--- config.mk ---
export PLATFORM = sky130hd
export DESIGN_NAME = mmu_tail
export DESIGN_NICKNAME = d
export VERILOG_FILES = /design/src/sv/mmu_pkg.sv /design/src/sv/mmu_tail.sv
export SDC_FILE = /design/constraint.sdc
export NUM_CORES = 1
export LEC_CHECK = 0
export BUFFER_PORTS_ARGS = -buffer_cell sky130_fd_sc_hd__buf_2
export CAP_MARGIN = 20
export CORE_AREA = 2 2 185 187
export DETAILED_ROUTE_END_ITERATION = 10
export DIE_AREA = 0 0 187 189
export PLACE_DENSITY = 0.69
export RECOVER_POWER = 100
export SLEW_MARGIN = 40
export SYNTH_ARGS = -nofsm -noshare
export SYNTH_HDL_FRONTEND = slang
export SYNTH_SLANG_ARGS = --single-unit
--- constraint.sdc ---
create_clock -name clk -period 6.3 [get_ports clk]
set_clock_uncertainty 0.1 [all_clocks]
set_input_delay 0 -clock clk [delete_from_list [all_inputs] [get_ports clk]]
set_output_delay 0 -clock clk [all_outputs]
set_load 0.05 [all_outputs]
--- src/sv/mmu_pkg.sv ---
package mmu_pkg;

	localparam int DATA_BITS = 64;
	localparam int CFG_IDX_BITS = 2;

	localparam logic [CFG_IDX_BITS-1:0] CFG_MODULUS     = 2'd0;
	localparam logic [CFG_IDX_BITS-1:0] CFG_NEG_INVERSE = 2'd1;
	localparam logic [CFG_IDX_BITS-1:0] CFG_R_SQUARED   = 2'd2;

	typedef enum logic [1:0] {
		ACT_REDUCE    = 2'd0,
		ACT_TO_MONT   = 2'd1,
		ACT_FROM_MONT = 2'd2,
		ACT_MULTIPLY  = 2'd3
	} action_t;

endpackage

--- src/sv/mmu_tail.sv ---
module mmu_tail #(
	parameter int W = 64
) (
	input  logic                           clk,
	input  logic [W-1:0]                   t_hi,
	input  logic [W-1:0]                   t_lo,
	input  logic [W-1:0]                   m_hi,
	input  logic [W-1:0]                   m_lo,
	input  logic [W-1:0]                   modulus,
	output logic [mmu_pkg::DATA_BITS-1:0]  result
);
	import mmu_pkg::*;

	logic [W:0]   lo_sum;
	logic         carry_s1;
	logic [W:0]   hsum_s1;
	logic [W:0]   top_s2;
	logic         over;
	logic [W-1:0] res_s3;

	assign lo_sum = (W+1)'(t_lo) + (W+1)'(m_lo);

	// carry out of the low word, sum of high words
	always_ff @(posedge clk) begin
		carry_s1 <= lo_sum[W];
		hsum_s1  <= (W+1)'(t_hi) + (W+1)'(m_hi);
	end

	always_ff @(posedge clk) begin
		top_s2 <= hsum_s1 + (W+1)'(carry_s1);
	end

	// one conditional subtraction
	assign over = top_s2[W] || (top_s2[W-1:0] >= modulus);

	always_ff @(posedge clk) begin
		res_s3 <= over ? (top_s2[W-1:0] - modulus) : top_s2[W-1:0];
	end

	assign result = DATA_BITS'(res_s3);

endmodule
==> run metrics <==
status finished, final reports clean; Critical Path RT 6.59 ns; Post-synth EDFFs 0; Synth Register Bits 195; largest net degree at the start of global routing 52; Clock Latency Late Sink 0.45 ns; leak pwr 8.92 nW; Flop pwr share 30.5%; cell with the most instances after synthesis a21oi_1; synthesized instance count 1836; Synth area leaders dfxtp_1, ha_1, a21oi_1, xnor2_1, a21o_1; final number of setup-violating endpoints 0; post-synth cell types 76; sequential share of the synthesized area 26.2%; GR Util met1 34.8%; initial antenna violation count 13; Total Wirelength 47800 µm; setup TNS 0 ns; Achievable Freq 219 MHz; max incr delay on CP 0.88 ns; Max H-tree Level 4; Bufs on Longest Clock Path 2; clk slew on worst S/H paths 0.08 ns; dominant synthesized flop cell dfxtp_1; DIE HEIGHT 189 µm; Total Power 6.25 mW; Worst slew margin 21.9%; sw power 2.94 mW; capture point of the worst reg-to-reg path result[58]; Critical Path, Cell by Cell dlygate4sd3_1 -> clkbuf_1 -> ha_1 -> nand4_1 -> nor4_1 -> a221oi_1 -> a211o_1 -> a211oi_1 -> nor2b_1 -> o21a_1 -> o41ai_1 -> a31oi_1 -> o21ai_0 -> dlygate4sd3_1; routed length per placed instance 17.2 µm; Final period util 72.4%; Synth async-reset ratio 0%; post-DR vias/cell 5.46; area delta synth->final 26.6%; TritonRoute pass-1 iters 5; R2R cell count 13; Setup crit start m_hi[11]; first-pass GRT wire length 75200 µm; unrepaired setup endpoints after global routing false; width of the die 187 µm; hpwl dp 39200 µm; crit path to hsum_s1[64]; Max stage delay cell, worst path o41ai_1; met3 GRT Util 3.65%; initial core utilization 44.7%; fin. max-slew vios 0; # clock sinks 195; Clk pwr share 17.3%; CTS Root Buffer Type clkbuf_16; setup repair bufs after CTS 0; Comb power frac 52.2%; CTS tree yes; final hold violations 0; RR Startpoint top_s2[0]; busiest grt layer met2; DIE AREA 0.0353 mm²; min Tclk post-route 4.56 ns; DR iter-0 viols 921; Syn Std Cell Area 0.0149 mm²; vias in the first global route 14800; Final ANT Viol Nets 0; flop2flop setup slack 1.90 ns; Vias 15200; Max Cap Viol 0; row count 67; core area 0.0333 mm²; Synth top area share 26.2%; fill count 3156; GRT Residual Overflow 0; VDD IR max 0.202 mV; share of layout cells above drive strength 1 16.4%; GRT Total Usage 26.4%; critical path startpoint category input pin; TritonCTS Buffers 17; Power per Cell Area 332 mW/mm²; Critical Path Sink Type flop; Final nets 2823; worst slew pin tran 1.14 ns; syn_nets 2352; Hold Slack 0.0101 ns; Pint 3.31 mW; I/O pin cnt 385; WS Path Type input pin to flop; Switching Fraction 47.1%; Worst Hold Class input pin to flop; critical path's most frequent cell dlygate4sd3_1; synth warn 0; Critical Path AT 4.86 ns; routability cong. 0.958; Post-route DRC 0; synth cell count leaders a21oi_1, dfxtp_1, ha_1; area leader, netlist dfxtp_1; Mean Syn Cell Area 8.10 µm²; Crit Path Max Fanout 7; GRT met2 Usage 43.6%; Buffers on Ports 384
-- registers in the layout (all words and copies together) (netlist names) --
register	cells
top_s2	65
hsum_s1	65
carry_s1	1
result	64
-- layer usage --
layer,wire length [µm],share of wire [%]
met5,0,0
met2,21500,45
met1,21400,45
met4,1780,3.7
met3,3090,6.5
-- worst max-delay path: cells and delay by family --
kind,cells,cell delay (ns)
AOI/OAI and AO/OA,7,2.51
adders and majority gates,1,0.40
buffers and inverters,3,1.25
and+or+nand+nor,3,0.70
-- cell usage in the layout, fill, tap and decap left out, types with 66 or more instances in the layout --
cell             n
a21oi_1        219
nand2_1        130
a21o_1          93
buf_2          319
ha_1           193
dfxtp_1        195
inv_1          104
nand4_1         66
xor2_1          70
nor2_1         160
xnor2_1        111
o21ai_0         87
dlygate4sd3_1  129
-- area by class of cell --
type	count	area, µm²	area share (%)
diodes	8	20.0	0.106
clock buffers	17	425	2.26
clock inverters	15	154	0.817
inverters	104	390	2.07
multi-input cells	1473	10200	54.3
flip-flops and latches	195	3900	20.7
well taps	448	561	2.98
repair buffers	516	3150	16.7
-- worst min-delay path by stage --
stage / start / endpoint / slack [ns] / cells past startpoint
after global routing: t_hi[18] / hsum_s1[18] / 0.04 / 3
after floorplan: m_hi[0] / hsum_s1[0] / 0.02 / 1
after CTS: t_hi[26] / hsum_s1[26] / 0.003 / 3
final: t_hi[26] / hsum_s1[26] / 0.01 / 3
after global placement: m_hi[0] / hsum_s1[0] / 0.12 / 2
after detailed placement: m_hi[0] / hsum_s1[0] / 0.12 / 2
-- power by group through the flow --
stage          combinational, mW  sequential, mW  clock, mW
2_1_floorplan               1.67            2.59          0
3_3_place_gp                3.16            1.92          0
3_5_place_dp                3.18            1.93          0
4_1_cts                     3.30            1.90       1.10
5_1_grt                     3.53            1.95       1.15
6_report                    3.26            1.91       1.08
-- repair_timing --
item                      CTS  global route
resized for setup           0             0
hold endpoints to repair   61             0
hold buffers              129             0
-- cells by family (layout without fill, tap and decap cells) --
logic type,after synthesis,count (layout),synth area share [%]
other cells,0,8,0
buf+inv,168,652,4.57
flops,195,195,26.2
xor+xnor,181,181,10.7
simple gates,529,529,17.2
fa+ha+maj,195,195,16.5
compound gates,551,551,23.6
mux,17,17,1.27
-- metrics by stage --
step	util, %	instances	setup WS, ns	cell area, µm²
after floorplan	-	1836	3.32	14900
final	56.6	2776	1.74	18800
after global placement	51.4	2607	2.44	17100
after detailed placement	51.4	2607	2.30	17100
after global routing	56.6	2775	1.49	18800
after CTS	57.0	2768	2.28	19000
(Power assumes the default switching activity.)
